**config.mk**
```make
export PLATFORM = sky130hd
export DESIGN_NAME = array_list_engine_core
export DESIGN_NICKNAME = d
export VERILOG_FILES = /design/src/rtl/core/ale_pkg.sv /design/src/rtl/core/ale_ram.sv /design/src/rtl/core/array_list_engine_core.sv
export SDC_FILE = /design/constraint.sdc
export NUM_CORES = 1
export LEC_CHECK = 0
export BUFFER_PORTS_ARGS = -buffer_cell sky130_fd_sc_hd__buf_2
export CAP_MARGIN = 20
export CORE_MARGIN = 4
export CORE_UTILIZATION = 56
export CTS_CLUSTER_DIAMETER = 60
export DETAILED_ROUTE_END_ITERATION = 8
export PLACE_DENSITY = 0.84
export SLEW_MARGIN = 15
export SYNTH_ARGS = -nofsm -noshare
export SYNTH_HDL_FRONTEND = slang
export SYNTH_HIERARCHICAL = 1
export SYNTH_SLANG_ARGS = --single-unit
```
**constraint.sdc**
```tcl
create_clock -name i_clk -period 6.6 [get_ports i_clk]
set_input_delay 0.66 -clock i_clk [delete_from_list [all_inputs] [get_ports i_clk]]
set_output_delay 0.66 -clock i_clk [all_outputs]
set_load 0.01 [all_outputs]
```
**src/rtl/core/ale_pkg.sv**
```systemverilog
// Array list engine: shared field widths, operation codes, status codes and
// parameter defaults. No dependencies.
`timescale 1ns / 1ps

package ale_pkg;

    localparam int unsigned CAPACITY_DEF   = 16;
    localparam int unsigned DATA_WIDTH_DEF = 32;

    localparam int unsigned FUNC_W   = 4;
    localparam int unsigned VALUE_W  = 32;
    localparam int unsigned INDEX_W  = 4;
    localparam int unsigned STATUS_W = 3;
    localparam int unsigned POS_W    = 4;
    localparam int unsigned COUNT_W  = 5;

    localparam logic [FUNC_W-1:0] FN_APPEND     = 4'd0;
    localparam logic [FUNC_W-1:0] FN_PREPEND    = 4'd1;
    localparam logic [FUNC_W-1:0] FN_SORTED     = 4'd2;
    localparam logic [FUNC_W-1:0] FN_DROP_LAST  = 4'd3;
    localparam logic [FUNC_W-1:0] FN_DROP_FIRST = 4'd4;
    localparam logic [FUNC_W-1:0] FN_DROP_INDEX = 4'd5;
    localparam logic [FUNC_W-1:0] FN_DROP_VALUE = 4'd6;
    localparam logic [FUNC_W-1:0] FN_READ       = 4'd7;
    localparam logic [FUNC_W-1:0] FN_FIND       = 4'd8;

    localparam logic [STATUS_W-1:0] ST_OK       = 3'd0;
    localparam logic [STATUS_W-1:0] ST_FULL     = 3'd1;
    localparam logic [STATUS_W-1:0] ST_EMPTY    = 3'd2;
    localparam logic [STATUS_W-1:0] ST_RANGE    = 3'd3;
    localparam logic [STATUS_W-1:0] ST_NOTFOUND = 3'd4;

endpackage

```
**src/rtl/core/ale_ram.sv**
```systemverilog
// Generic simple dual-port RAM: one write port, one read port, registered read.
// No dependencies.
`timescale 1ns / 1ps

module ale_ram #(
    parameter int unsigned WIDTH = 32,
    parameter int unsigned DEPTH = 16
) (
    input  logic                     i_clk,
    input  logic                     i_we,
    input  logic [$clog2(DEPTH)-1:0] i_waddr,
    input  logic [WIDTH-1:0]         i_wdata,
    input  logic [$clog2(DEPTH)-1:0] i_raddr,
    output logic [WIDTH-1:0]         o_rdata
);

    logic [WIDTH-1:0] r_mem [DEPTH];
    logic [WIDTH-1:0] r_rdata;

    always_ff @(posedge i_clk) begin
        if (i_we) begin
            r_mem[i_waddr] <= i_wdata;
        end
        r_rdata <= r_mem[i_raddr];
    end

    assign o_rdata = r_rdata;

endmodule

```
**src/rtl/core/array_list_engine_core.sv**
```systemverilog
// Array list engine top level: request decode, scan/shift sequencer and result register.
// Depends on ale_pkg and ale_ram.
//
//  channel  handshake           payload
//  request  i_valid / o_ready   i_func, i_value, i_index
//  result   o_valid / i_ready   o_status, o_read_word, o_found_position,
//                               o_count, o_is_full, o_is_empty
//
// One request at a time; every request ends in the result register.
// Status-only, append, drop last: decode, then result. Read: decode, RAM read, result.
// Find / drop value: scan from entry 0. Drops by value, first or index shift the later
// entries down. Prepend / sorted insert: scan (sorted only), shift up from the last
// entry to the gap, then insert; a word after the last entry is written directly.
// One entry moves per cycle. Reset clears state, count and result valid, not storage.
// A held result stalls a request only in its final state, S_FIN.
`timescale 1ns / 1ps

module array_list_engine_core #(
    parameter int unsigned CAPACITY   = ale_pkg::CAPACITY_DEF,
    parameter int unsigned DATA_WIDTH = ale_pkg::DATA_WIDTH_DEF
) (
    input  logic                               i_clk,
    input  logic                               i_rst_n,
    input  logic                               i_valid,
    output logic                               o_ready,
    input  logic [ale_pkg::FUNC_W-1:0]         i_func,
    input  logic signed [ale_pkg::VALUE_W-1:0] i_value,
    input  logic [ale_pkg::INDEX_W-1:0]        i_index,
    output logic                               o_valid,
    input  logic                               i_ready,
    output logic [ale_pkg::STATUS_W-1:0]       o_status,
    output logic signed [ale_pkg::VALUE_W-1:0] o_read_word,
    output logic [ale_pkg::POS_W-1:0]          o_found_position,
    output logic [ale_pkg::COUNT_W-1:0]        o_count,
    output logic                               o_is_full,
    output logic                               o_is_empty
);

    localparam int unsigned AW = $clog2(CAPACITY);
    localparam int unsigned CW = $clog2(CAPACITY + 1);
    localparam int unsigned DW = DATA_WIDTH;

    typedef enum logic [6:0] {
        S_IDLE = 7'b0000001,
        S_SCAN = 7'b0000010,
        S_SHUP = 7'b0000100,
        S_SHDN = 7'b0001000,
        S_INS  = 7'b0010000,
        S_READ = 7'b0100000,
        S_FIN  = 7'b1000000
    } t_state;

    t_state r_state, n_state;
    logic [CW-1:0] r_cnt, n_cnt;
    logic [CW-1:0] r_ptr, n_ptr;
    logic [CW-1:0] r_pos, n_pos;
    logic [ale_pkg::FUNC_W-1:0] r_func, n_func;
    logic [DW-1:0] r_w, n_w;
    logic [ale_pkg::STATUS_W-1:0] r_status, n_status;
    logic [ale_pkg::VALUE_W-1:0] r_rd, n_rd;
    logic [ale_pkg::POS_W-1:0] r_fpos, n_fpos;
    logic r_ovalid, n_ovalid;
    logic [ale_pkg::STATUS_W-1:0] r_o_status, n_o_status;
    logic [ale_pkg::VALUE_W-1:0] r_o_rd, n_o_rd;
    logic [ale_pkg::POS_W-1:0] r_o_pos, n_o_pos;
    logic [ale_pkg::COUNT_W-1:0] r_o_cnt, n_o_cnt;
    logic r_o_full, n_o_full;
    logic r_o_empty, n_o_empty;

    logic          mem_we;
    logic [AW-1:0] mem_waddr;
    logic [DW-1:0] mem_wdata;
    logic [AW-1:0] mem_raddr;
    logic [DW-1:0] mem_rdata;

    logic [DW-1:0] w_in;
    logic [CW-1:0] ptr_p1, ptr_p2, ptr_m1, ptr_m2, cnt_m1, cnt_p1;
    logic          cnt_full, cnt_zero;

    assign w_in     = DW'(i_value);
    assign ptr_p1   = r_ptr + CW'(1);
    assign ptr_p2   = r_ptr + CW'(2);
    assign ptr_m1   = r_ptr - CW'(1);
    assign ptr_m2   = r_ptr - CW'(2);
    assign cnt_m1   = r_cnt - CW'(1);
    assign cnt_p1   = r_cnt + CW'(1);
    assign cnt_full = (r_cnt == CW'(CAPACITY));
    assign cnt_zero = (r_cnt == '0);

    ale_ram #(
        .WIDTH (DW),
        .DEPTH (CAPACITY)
    ) u_ram (
        .i_clk   (i_clk),
        .i_we    (mem_we),
        .i_waddr (mem_waddr),
        .i_wdata (mem_wdata),
        .i_raddr (mem_raddr),
        .o_rdata (mem_rdata)
    );

    always_comb begin
        logic          do_open;
        logic          do_close;
        logic [CW-1:0] op_p;
        logic [CW-1:0] cl_p;
        logic [CW-1:0] cl_p1;
        logic [DW-1:0] ins_w;
        logic          hit;

        n_state    = r_state;
        n_cnt      = r_cnt;
        n_ptr      = r_ptr;
        n_pos      = r_pos;
        n_func     = r_func;
        n_w        = r_w;
        n_status   = r_status;
        n_rd       = r_rd;
        n_fpos     = r_fpos;
        n_ovalid   = r_ovalid & ~i_ready;
        n_o_status = r_o_status;
        n_o_rd     = r_o_rd;
        n_o_pos    = r_o_pos;
        n_o_cnt    = r_o_cnt;
        n_o_full   = r_o_full;
        n_o_empty  = r_o_empty;
        mem_we     = 1'b0;
        mem_waddr  = r_ptr[AW-1:0];
        mem_wdata  = mem_rdata;
        mem_raddr  = ptr_p1[AW-1:0];
        do_open    = 1'b0;
        do_close   = 1'b0;
        op_p       = '0;
        cl_p       = '0;
        ins_w      = r_w;
        hit        = 1'b0;

        unique case (r_state)
            S_IDLE: begin
                if (i_valid) begin
                    n_func   = i_func;
                    n_w      = w_in;
                    ins_w    = w_in;
                    n_status = ale_pkg::ST_OK;
                    n_rd     = '0;
                    n_fpos   = '0;
                    n_state  = S_FIN;
                    unique case (i_func) inside
                        ale_pkg::FN_APPEND: begin
                            if (cnt_full) begin
                                n_status = ale_pkg::ST_FULL;
                            end else begin
                                mem_we    = 1'b1;
                                mem_waddr = r_cnt[AW-1:0];
                                mem_wdata = w_in;
                                n_cnt     = cnt_p1;
                            end
                        end
                        ale_pkg::FN_PREPEND: begin
                            if (cnt_full) begin
                                n_status = ale_pkg::ST_FULL;
                            end else begin
                                do_open = 1'b1;
                            end
                        end
                        ale_pkg::FN_SORTED: begin
                            if (cnt_full) begin
                                n_status = ale_pkg::ST_FULL;
                            end else begin
                                n_ptr     = '0;
                                mem_raddr = '0;
                                n_state   = S_SCAN;
                            end
                        end
                        ale_pkg::FN_DROP_LAST: begin
                            if (cnt_zero) begin
                                n_status = ale_pkg::ST_EMPTY;
                            end else begin
                                n_cnt = cnt_m1;
                            end
                        end
                        ale_pkg::FN_DROP_FIRST: begin
                            if (cnt_zero) begin
                                n_status = ale_pkg::ST_EMPTY;
                            end else begin
                                do_close = 1'b1;
                            end
                        end
                        ale_pkg::FN_DROP_INDEX, ale_pkg::FN_READ: begin
                            if (cnt_zero) begin
                                n_status = ale_pkg::ST_EMPTY;
                            end else if (i_index >= r_cnt) begin
                                n_status = ale_pkg::ST_RANGE;
                            end else if (i_func == ale_pkg::FN_DROP_INDEX) begin
                                do_close = 1'b1;
                                cl_p     = CW'(i_index);
                            end else begin
                                mem_raddr = AW'(i_index);
                                n_state   = S_READ;
                            end
                        end
                        ale_pkg::FN_DROP_VALUE, ale_pkg::FN_FIND: begin
                            if (cnt_zero) begin
                                n_status = ale_pkg::ST_EMPTY;
                            end else begin
                                n_ptr     = '0;
                                mem_raddr = '0;
                                n_state   = S_SCAN;
                            end
                        end
                        default: begin
                        end
                    endcase
                end
            end
            S_SCAN: begin
                if (r_func == ale_pkg::FN_SORTED) begin
                    hit = !($signed(mem_rdata) < $signed(r_w));
                end else begin
                    hit = (mem_rdata == r_w);
                end
                if (r_ptr >= r_cnt) begin
                    if (r_func == ale_pkg::FN_SORTED) begin
                        do_open = 1'b1;
                        op_p    = r_cnt;
                    end else begin
                        n_status = ale_pkg::ST_NOTFOUND;
                        n_state  = S_FIN;
                    end
                end else if (hit) begin
                    if (r_func == ale_pkg::FN_SORTED) begin
                        do_open = 1'b1;
                        op_p    = r_ptr;
                    end else if (r_func == ale_pkg::FN_DROP_VALUE) begin
                        do_close = 1'b1;
                        cl_p     = r_ptr;
                    end else begin
                        n_fpos  = ale_pkg::POS_W'(r_ptr);
                        n_state = S_FIN;
                    end
                end else begin
                    n_ptr = ptr_p1;
                end
            end
            S_SHDN: begin
                mem_we = 1'b1;
                if (ptr_p2 >= r_cnt) begin
                    n_cnt   = cnt_m1;
                    n_state = S_FIN;
                end else begin
                    n_ptr     = ptr_p1;
                    mem_raddr = ptr_p2[AW-1:0];
                end
            end
            S_SHUP: begin
                mem_we = 1'b1;
                if (ptr_m1 == r_pos) begin
                    n_state = S_INS;
                end else begin
                    n_ptr     = ptr_m1;
                    mem_raddr = ptr_m2[AW-1:0];
                end
            end
            S_INS: begin
                mem_we    = 1'b1;
                mem_waddr = r_pos[AW-1:0];
                mem_wdata = r_w;
                n_cnt     = cnt_p1;
                n_state   = S_FIN;
            end
            S_READ: begin
                n_rd    = ale_pkg::VALUE_W'($signed(mem_rdata));
                n_state = S_FIN;
            end
            S_FIN: begin
                if (!r_ovalid || i_ready) begin
                    n_ovalid   = 1'b1;
                    n_o_status = r_status;
                    n_o_rd     = r_rd;
                    n_o_pos    = r_fpos;
                    n_o_cnt    = ale_pkg::COUNT_W'(r_cnt);
                    n_o_full   = cnt_full;
                    n_o_empty  = cnt_zero;
                    n_state    = S_IDLE;
                end
            end
            default: begin
                n_state = S_IDLE;
            end
        endcase

        // open a gap at op_p (shift up) and place the new word there
        if (do_open) begin
            if (op_p == r_cnt) begin
                mem_we    = 1'b1;
                mem_waddr = op_p[AW-1:0];
                mem_wdata = ins_w;
                n_cnt     = cnt_p1;
                n_state   = S_FIN;
            end else begin
                n_ptr     = r_cnt;
                n_pos     = op_p;
                mem_raddr = cnt_m1[AW-1:0];
                n_state   = S_SHUP;
            end
        end

        // close the gap at cl_p (shift down)
        cl_p1 = cl_p + CW'(1);
        if (do_close) begin
            if (cl_p1 >= r_cnt) begin
                n_cnt   = cnt_m1;
                n_state = S_FIN;
            end else begin
                n_ptr     = cl_p;
                mem_raddr = cl_p1[AW-1:0];
                n_state   = S_SHDN;
            end
        end
    end

    always_ff @(posedge i_clk) begin
        if (!i_rst_n) begin
            r_state  <= S_IDLE;
            r_cnt    <= '0;
            r_ovalid <= 1'b0;
        end else begin
            r_state  <= n_state;
            r_cnt    <= n_cnt;
            r_ovalid <= n_ovalid;
        end
    end

    always_ff @(posedge i_clk) begin
        r_ptr      <= n_ptr;
        r_pos      <= n_pos;
        r_func     <= n_func;
        r_w        <= n_w;
        r_status   <= n_status;
        r_rd       <= n_rd;
        r_fpos     <= n_fpos;
        r_o_status <= n_o_status;
        r_o_rd     <= n_o_rd;
        r_o_pos    <= n_o_pos;
        r_o_cnt    <= n_o_cnt;
        r_o_full   <= n_o_full;
        r_o_empty  <= n_o_empty;
    end

    assign o_ready          = (r_state == S_IDLE);
    assign o_valid          = r_ovalid;
    assign o_status         = r_o_status;
    assign o_read_word      = r_o_rd;
    assign o_found_position = r_o_pos;
    assign o_count          = r_o_cnt;
    assign o_is_full        = r_o_full;
    assign o_is_empty       = r_o_empty;

endmodule

```
**Yosys cells after proc, flatten, opt, wreduce, memory -nomap -nowiden**

Memory sizes are Yosys's and may differ from the RTL's. A register that Yosys moved wholly into a read port is not among the register bits.
Index checks and enable logic that the tools add are counted.

- $add $sub $neg: 7
- Magnitude comparators: 5
- Equality and inequality tests: 35
- Multiplexer cells: 132
- Bitwise gates (word level): 3
- Reductions and logical operators: 20

Operators by type and width:

| kind | count |
|---|---|
| 32-bit two-way mux | 8 |
| 5-bit two-way mux | 28 |
| 32-bit case mux with 2 select lines | 2 |
| 7-bit two-way mux | 18 |
| 4-bit two-way mux | 27 |
| 7-bit case mux with 6 select lines | 1 |
| 32-bit == test | 1 |
| 32-bit < comparator | 1 |
| 5-bit case mux with 2 select lines | 3 |
| 1-bit two-way mux | 26 |
| 4-bit case mux with 3 select lines | 2 |
| 7-bit case mux with 3 select lines | 1 |
| 4-bit by 3-bit == test with 1-bit output (second input constant) | 5 |
| 5-bit inequality test (second input constant) | 4 |
| 5-bit case mux with 4 select lines | 1 |
| 4-bit case mux with 2 select lines | 2 |
| 5-bit by 1-bit adder with 5-bit output (second input constant) | 3 |
| 5-bit greater-or-equal comparator | 3 |
| 5-bit case mux with 3 select lines | 1 |
| 4-bit by 2-bit == test with 1-bit output (second input constant) | 3 |
| 2-bit inequality test (second input constant) | 6 |
| 4-bit inequality test (second input constant) | 3 |
| 5-bit == test | 2 |
| 5-bit by 1-bit subtractor with 5-bit output (second input constant) | 2 |
| other kinds (33) | 49 |

- Register bits after elaboration: 144
- Memory bits (writable): 512
- Bits of input ports: 44
- Output and inout bits: 48
- Logic and storage cells: 219
- Memories: 1

Memories:

| name | words | bits a word | rd ports | clocked after Yosys merged registers in | write ports | line | RTL |
|---|---|---|---|---|---|---|---|
| u_ram.r_mem | 16 | 32 | 1 | 1 | 1 | ale_ram.sv:17 | `logic [WIDTH-1:0] r_mem [DEPTH];` |

**Logic depth before layout (Yosys ltp)**

Gate-level depths: netlist of run 1.

- Word-level depth: 12
- Gate-level depth with buffers: 28
- Gate-level depth less buffers: 24

**By module**

The synthesis of run 1 kept the hierarchy.

By module, submodules not included:

| module | instances | cells each | area an instance (um^2) | sequential area each (um^2) |
|---|---|---|---|---|
| ale_ram | 1 | 838 | 19835.3 | 16015.4 |
| array_list_engine_core | 1 | 909 | 8713.4 | 3823.7 |

**Worst setup path before layout of run 1**

Ideal clock, no wire load.

- Path type: register to register
- From: register r_ptr[0]
- To: memory u_ram.r_mem[0][0], enable pin
- Library setup time: 461 ps
- Arrival time: 5937 ps
- Data required time: 6139 ps
- Slack: 202 ps
- Stages on the path, launching flop included: 16
- Path buffers: 3
- Period minus slack after synthesis: 6398 ps
- Cell sequence: dfxtp_1 clkbuf_1 inv_1 ha_1 nand2b_1 a221oi_1 o21ai_1 nor3b_2 o211ai_1 a211oi_2 a21boi_2 buf_6 buf_8 mux2_1 or3b_2 nor3_1

- Elaborated cells between the ends (all ways): 18
- Those cells by class: order compare: 1; eq/ne: 1; mux: 16

RTL lines:

| item | line | RTL |
|---|---|---|
| start, declared | array_list_engine_core.sv:55 | `logic [CW-1:0] r_ptr, n_ptr;` |
| start signal, assigned | array_list_engine_core.sv:335 | `r_ptr <= n_ptr;` |
| parallel branches: the longest is 6 deep, another holds 5-bit greater-or-equal comparator | - |  |
| 4-bit two-way mux (*) | array_list_engine_core.sv:293 | `if (do_open) begin` |
| net mem_waddr[2] | array_list_engine_core.sv:71 | `logic [AW-1:0] mem_waddr;` |
| end, declared | ale_ram.sv:17 |  |

Mark *: on every way through the listed nets, which the timed path passes.

**Worst setup path after layout of run 1**

- From: register r_w[31]
- To: register u_ram.r_rdata[23], in the netlist u_ram/o_rdata[23], read port of u_ram.r_mem

- Word-level cells in the longest chain between the ends: 12
- Elaborated cells between the ends (all ways): 24
- Those cells by class: add/sub: 1; order compare: 2; eq/ne: 2; mux: 18; reduce/logical: 1

RTL lines:

| item | line | RTL |
|---|---|---|
| start, declared | array_list_engine_core.sv:58 | `logic [DW-1:0] r_w, n_w;` |
| start signal, assigned | array_list_engine_core.sv:338 | `r_w <= n_w;` |
| 32-bit < comparator | array_list_engine_core.sv:218 | `hit = !($signed(mem_rdata) < $signed(r_w));` |
| 1-bit logical NOT | array_list_engine_core.sv:218 |  |
| 1-bit two-way mux (*) | array_list_engine_core.sv:217 | `if (r_func == ale_pkg::FN_SORTED) begin` |
| 1-bit two-way mux (*) | array_list_engine_core.sv:138 | `unique case (r_state)` |
| parallel branches: the longest is 7 deep, another holds 5-bit by 1-bit adder with 5-bit output | - |  |
| 4-bit two-way mux (*) | array_list_engine_core.sv:310 | `if (do_close) begin` |
| net mem_raddr[1] | array_list_engine_core.sv:73 | `logic [AW-1:0] mem_raddr;` |
| end, declared | ale_ram.sv:18 | `logic [WIDTH-1:0] r_rdata;` |

Mark *: on every way through the listed nets, which the timed path passes. The select of a mux whose other input is x is not followed.
A chain may end at the register's enable or synchronous reset.

==> results.cfg, run 1 <==
[layout]
finalNetCount = 2003
num-fill-cells = 3234
area_delta_synth_final_pct = 15.11
multi_input_area_sq_um = 8292
register_area_sq_um = 19840
drive_above_1_share_pct = 23.56
fin_util_pct = 65.37

[worst_setup_path]
path_class = reg -> reg
cp-end-kind = register
crit_path_start_kind = register
rr_endpoint = u_ram/o_rdata[23]
path_max_fanout = 26
cp.required_ns = 7.07
rr_worst_depth = 26
cp_data_arrival_time_ns = 6.67
crit_start = r_w[31]
r2r_start = r_w[31]
r2r_slack_ns = 0.40

[min_path]
min_to = r_w[26]
holdCritStartpoint = i_value[26]
min_path_type = in -> reg
min_path_cells = 3

[pwr]
p_per_area_nw_per_um2 = 434.9
leakage_nw = 11.49
ir_worst_vdd_uv = 288.5
fin_total_pwr_mw = 14.29

[outcome]
status = finished clean

[synthesis]
netlist_instances = 1747
synth_seq_cells = 688
syn_avg_cell_area_sq_um = 16.34
synth_common_cells = edfxtp_1, nand2_1, mux4_2, a22oi_1, dfxtp_1
async_reset_ff_share_pct = 0
synth_nets = 1849
synth_most_common_cell = edfxtp_1
syn_area_sq_um = 28550
synth.top_cell.area_share_pct = 63.74
synth_edf_count = 606
synthFlopType = edfxtp_1
synth_cell_types = 78
synthTopCellsByArea = edfxtp_1, mux4_2, dfxtp_1, a22oi_1, ha_1
yosys_warnings = 6
yosys.area.top_type = edfxtp_1
seq_area_frac_synth_pct = 69.49

[floorplanning]
start_util_pct = 56.79
fp-row-count = 82
core_sq_um = 50270
die_area_sq_um = 54660
io_pins = 92
fp.dieW_um = 233.8
dieHeight_um = 233.8

[route]
antenna_left = 0
wl_per_cell_um = 29.13
dr.pass1.iters = 6
viasPerCell = 6.653
drtIter0Drc = 2582
drc = 0
via_count = 17500
drt-total-wl_mm = 76.64

[global_route]
first_global_vias = 17770
track_usage_pct = 28.18
grt_start_max_net_pins = 65
overflow = 0
grt_antenna_before_repair = 1
grt_pass1_wl_mm = 112.6

[timing]
whs_ns = 0.3040
fin_crit_ns = 6.199
setup_tns_ns = 0
finalHoldViolCount = 0
drv_slew = 0
setup_viol = 0
rsz0062_at_grt = false
max_freq_mhz = 161.3
fin_worst_skew_ns = 0.03037
finalCritPeriodShare_pct = 93.93
slew_headroom_pct = 33.36
worst_pin_slew_ns = 0.9892

[clock_tree]
clock_latency_ns = 0.61
clk_pin_slew_ns = 0.06
clkSinkCount = 688
cts_tree = done
ctsRootBufferMaster = clkbuf_16
numCtsBuffers = 69
cts_max_level = 3
clockBufferDepth = 3

[place]
place.gp.congestion = 0.9178
hpwl_mm = 43.28
port-buffer-count = 91

[job]
max-cap-violations = 0
-- through the flow --
step	instances	instance area (sq um)	setup slack, ns
floorplan	1747	28550	0.2018
global placement	2497	30500	0.4363
detailed placement	2497	30500	0.1834
CTS	2624	32790	0.1412
global route	2629	32860	0.02619
finish	2631	32860	0.4008
-- flip-flops by register name (all words and copies together), names as in the netlist --
name / count
o_is_empty: 1
r_func: 4
o_valid: 1
r_state: 7
r_pos: 5
u_ram/r_mem: 512
r_cnt: 5
o_found_position: 4
o_status: 3
r_rd: 32
r_status: 3
r_fpos: 4
r_ptr: 5
o_read_word: 32
u_ram/o_rdata: 32
o_is_full: 1
o_count: 5
r_w: 32
-- report_power, final --
part | total [mW] | internal [mW] | leakage [nW] | switching (mW)
Clock | 3.96 | 2.27 | 1.10 | 1.68
Combinational | 4.60 | 1.92 | 4.19 | 2.68
Sequential | 5.73 | 5.51 | 6.19 | 0.228
-- cell usage in the layout (no fill, tap or decap), types with 11 or more instances in the layout --
cell type | Yosys | layout
clkbuf_1 | 49 | 11
edfxtp_1 | 606 | 606
nand2_1 | 166 | 166
buf_4 | 10 | 46
nand3_1 | 20 | 20
nor2_4 | 0 | 14
nor2_1 | 67 | 52
buf_12 | 0 | 29
a22oi_1 | 104 | 104
a21o_1 | 13 | 13
a21oi_1 | 34 | 34
mux2_2 | 12 | 12
mux2_1 | 24 | 24
ha_1 | 58 | 58
buf_2 | 10 | 91
o21ai_0 | 53 | 52
inv_1 | 57 | 57
clkinv_1 | 1 | 12
and2_1 | 38 | 38
nor2b_1 | 14 | 11
clkbuf_16 | 0 | 71
dfxtp_1 | 82 | 82
mux4_2 | 128 | 128
o21a_1 | 11 | 11
-- critical path, stage by stage (launching register included) --
cell,delay (ns)
dfxtp_1,0.34
inv_1,0.07
ha_1,0.36
nand4_1,0.12
buf_4,0.20
nor4_4,0.34
buf_4,0.23
nand4_1,0.24
nor4_2,0.32
buf_4,0.21
a22oi_1,0.16
inv_1,0.13
ha_1,0.29
ha_1,0.30
a21o_1,0.16
a21o_1,0.17
a21oi_1,0.13
nor2b_1,0.08
nor3_1,0.22
or2_1,0.33
nor2_1,0.14
a221oi_4,0.27
buf_12,0.27
buf_4,0.28
mux4_2,0.33
a22oi_1,0.24
nand2_1,0.10
-- metal layers --
metal  GRT usage (%)  vias up  wire length [um]
met5               0        -                 0
met4           13.24        0              3686
met3           4.993      271              8527
met2           46.13     1371             37170
met1           37.22     8666             27260
li1                -     7196                 -
-- logic make-up (layout without fill, tap and decap cells) --
family                   count (synthesis)  after routing  share of synthesized area, %
AO/OA/AOI/OAI                          285            285                         6.951
XOR/XNOR                                20             20                        0.6135
adder cells (fa/ha/maj)                 58             58                         2.542
buffers and inverters                  142            352                         2.191
flip-flops                             688            688                         69.49
multiplexers                           166            166                         11.59
other                                    0              2                             0
AND/OR/NAND/NOR                        388            388                         6.622
-- how the worst max path moves through the flow --
stage / to / slack (ns) / depth (start not counted)
after floorplan: u_ram/r_mem[0][0] / 0.20 / 15
after global placement: u_ram/o_rdata[18] / 0.44 / 26
after detailed placement: u_ram/o_rdata[18] / 0.18 / 25
after CTS: u_ram/o_rdata[23] / 0.14 / 25
after global routing: u_ram/o_rdata[20] / 0.03 / 27
final: u_ram/o_rdata[23] / 0.40 / 26
-- what timing repair did --
item / 4_1_cts / 5_1_grt
setup endpoints to repair: 1 / 32
pin swaps: 0 / 2
hold buffers: 0 / 0
buffers inserted: 0 / 4
gates resized for setup: 1 / 3
-- layout make-up --
type | instances | area share (%)
inverters | 59 | 0.6777
well taps | 672 | 2.559
repair buffers | 166 | 4.203
flip-flops and latches | 688 | 60.37
clock buffers | 86 | 5.700
multi-input cells | 917 | 25.23
clock inverters | 41 | 1.245
diodes | 2 | 0.01523
Note: power is estimated with default switching activity, not from simulation.
==> inputs of run 2 (changes only) <==
--- a/config.mk
+++ b/config.mk
@@ -8,10 +8,11 @@
 export BUFFER_PORTS_ARGS = -buffer_cell sky130_fd_sc_hd__buf_2
 export CAP_MARGIN = 20
 export CORE_MARGIN = 4
-export CORE_UTILIZATION = 56
+export CORE_UTILIZATION = 58
+export CTS_BUF_LIST = sky130_fd_sc_hd__clkbuf_4
 export CTS_CLUSTER_DIAMETER = 60
 export DETAILED_ROUTE_END_ITERATION = 8
-export PLACE_DENSITY = 0.84
+export PLACE_DENSITY = 0.86
 export SLEW_MARGIN = 15
 export SYNTH_ARGS = -nofsm -noshare
 export SYNTH_HDL_FRONTEND = slang
==> run 2 against run 1 <==
Compared with the run above: count of clock-buffer cells in the layout up 162; routed wire length down 0.76%; worst hold slack worse by 0.18 ns; fmax up 1.2%; non-clock buffer count up 31; via count up 3.5%; die area down 3.3%; largest power group unchanged; highest routed layer unchanged.
==> results.cfg, run 2 (synthesis results as in run 1) <==
[floorplanning]
start_util_pct = 58.44
dieHeight_um = 229.9
fp.dieW_um = 229.9
core_sq_um = 48850
io_pins = 92
fp-row-count = 81
die_area_sq_um = 52840

[worst_setup_path]
r2r_slack_ns = 0.48
path_class = reg -> reg
cp_slowest_cell = mux4_2
r2r_start = r_w[26]
rr_endpoint = u_ram/o_rdata[15]
cp.required_ns = 7.45
path_max_fanout = 26
rr_worst_depth = 26
path_delay_family = simple AND/OR/NAND/NOR gates
cp_num_buf_inv = 7
cp-end-kind = register
cp_data_arrival_time_ns = 6.97
critPathMaxStageDelay_ns = 0.53
crit_path_start_kind = register

[outcome]
status = finished clean

[place]
place.gp.congestion = 0.9389
hpwl_mm = 42.72
port-buffer-count = 91

[clock_tree]
clkSinkCount = 688
cts_max_level = 4
cts_tree = done
clock_latency_ns = 1.01
ctsHoldBuffers = 38
ctsRootBufferMaster = clkbuf_4
post_cts_resized = 0
clockBufferDepth = 3
clk_pin_slew_ns = 0.07
numCtsBuffers = 165
post_cts_buffers = 0

[timing]
worst_pin_slew_ns = 1.202
finalCritPeriodShare_pct = 92.77
rsz0062_at_grt = false
fin_crit_ns = 6.123
setup_viol = 0
max_freq_mhz = 163.3
setup_tns_ns = 0
drv_slew = 0
finalHoldViolCount = 0
slew_headroom_pct = 19.89
fin_worst_skew_ns = 0.07929

[global_route]
first_global_vias = 18740
grt_use_met2_pct = 46.84
grt_use_met1_pct = 37.83
track_usage_pct = 29.05
use_met3_pct = 7.272
overflow = 0
top_usage_layer = met2
grt_antenna_before_repair = 2
grt_start_max_net_pins = 65
grt_pass1_wl_mm = 114.5

[pwr]
seq_power_share_pct = 40.9
combPwrFrac_pct = 32.5
p_per_area_nw_per_um2 = 422.2
p_int_mw = 9.393
swShare_pct = 32.81
ir_worst_vdd_uv = 249.7
fin_total_pwr_mw = 13.98
p_clk_share_pct = 26.6
p_switching_mw = 4.587
leakage_nw = 11.84

[min_path]
holdCritStartpoint = i_ready
min_to = o_valid
min_path_cells = 3
min_path_type = in -> reg

[layout]
layout_common_cells = edfxtp_1, clkbuf_4, nand2_1
finalNetCount = 2130
drive_above_1_share_pct = 28.41
area_delta_synth_final_pct = 15.98
largest_reg_flops = 512
top_register = u_ram/r_mem
final_common_cell = edfxtp_1

[route]
wl_per_cell_um = 26.82
antenna_left = 0
drt-total-wl_mm = 76.06
drc = 0
drtIter0Drc = 2355
dr.pass1.iters = 6
viasPerCell = 6.386
via_count = 18110

[job]
max-cap-violations = 0
[run 2: cell types whose count changed in the layout (fill, tap and decap cells not counted), moves of 3 or more]
cell	change
buf_12	-5
clkbuf_1	-11
clkbuf_16	-71
clkbuf_4	+248
clkbuf_8	-4
clkinv_1	+27
clkinv_2	-3
clkinvlp_4	-5
dlygate4sd3_1	+38
inv_2	+3
[run 2: worst max-delay path by stage]
| stage | cells after the start | endpoint | slack, ns | start |
|---|---|---|---|---|
| 2_1_floorplan | 15 | u_ram/r_mem[0][0] | 0.20 | r_ptr[0] |
| 3_5_place_dp | 27 | u_ram/o_rdata[2] | 0.46 | i_index[0] |
| 5_1_grt | 26 | u_ram/o_rdata[15] | 0.07 | r_w[27] |
| 4_1_cts | 25 | u_ram/o_rdata[15] | 0.58 | u_ram/o_rdata[27] |
| 6_report | 26 | u_ram/o_rdata[15] | 0.48 | r_w[26] |
| 3_3_place_gp | 28 | u_ram/o_rdata[0] | 0.66 | i_index[0] |
[run 2: power groups by stage]
stage,Clock [mW],Sequential [mW],Combinational [mW]
final,3.72,5.72,4.54
after global routing,4.05,5.73,4.87
after CTS,3.79,5.71,4.49
after detailed placement,0,5.80,4.41
after global placement,0,5.79,4.22
after floorplan,0,5.70,3.03
[run 2: layout make-up]
cell class	count	area (sq um)
Timing Repair Buffer	197	1647
Sequential cell	688	19840
Clock inverter	59	424.2
Multi-Input combinational cell	917	8277
Clock buffer	248	1862
Fill cell	3112	15740
Antenna cell	4	10.01
Inverter	59	222.7
Tap cell	664	830.8
[run 2: per-layer routing]
metal,routed length (um),share of wire (%),vias up
met5,0,0,-
met4,3003,3.9,0
met3,9233,12,257
met2,37040,49,1401
met1,26790,35,8874
li1,-,-,7579
[run 2: metrics by stage]
step | cell area [sq um] | utilization (%) | instances | setup WS, ns | hold WS (ns)
2_1_floorplan | 28550 | - | 1747 | 0.2018 | 0.4003
3_3_place_gp | 30430 | 62.30 | 2487 | 0.6579 | 0.4011
3_5_place_dp | 30430 | 62.30 | 2487 | 0.4586 | 0.4045
4_1_cts | 33100 | 67.76 | 2832 | 0.5812 | 0.02255
5_1_grt | 33110 | 67.78 | 2836 | 0.06869 | 0.06318
6_report | 33110 | 67.78 | 2836 | 0.4769 | 0.1226
[run 2: tightest hold or removal path, cell delays in order]
cell	delay, ns
buf_2	0.07
nor2b_1	0.09
o21a_1	0.19
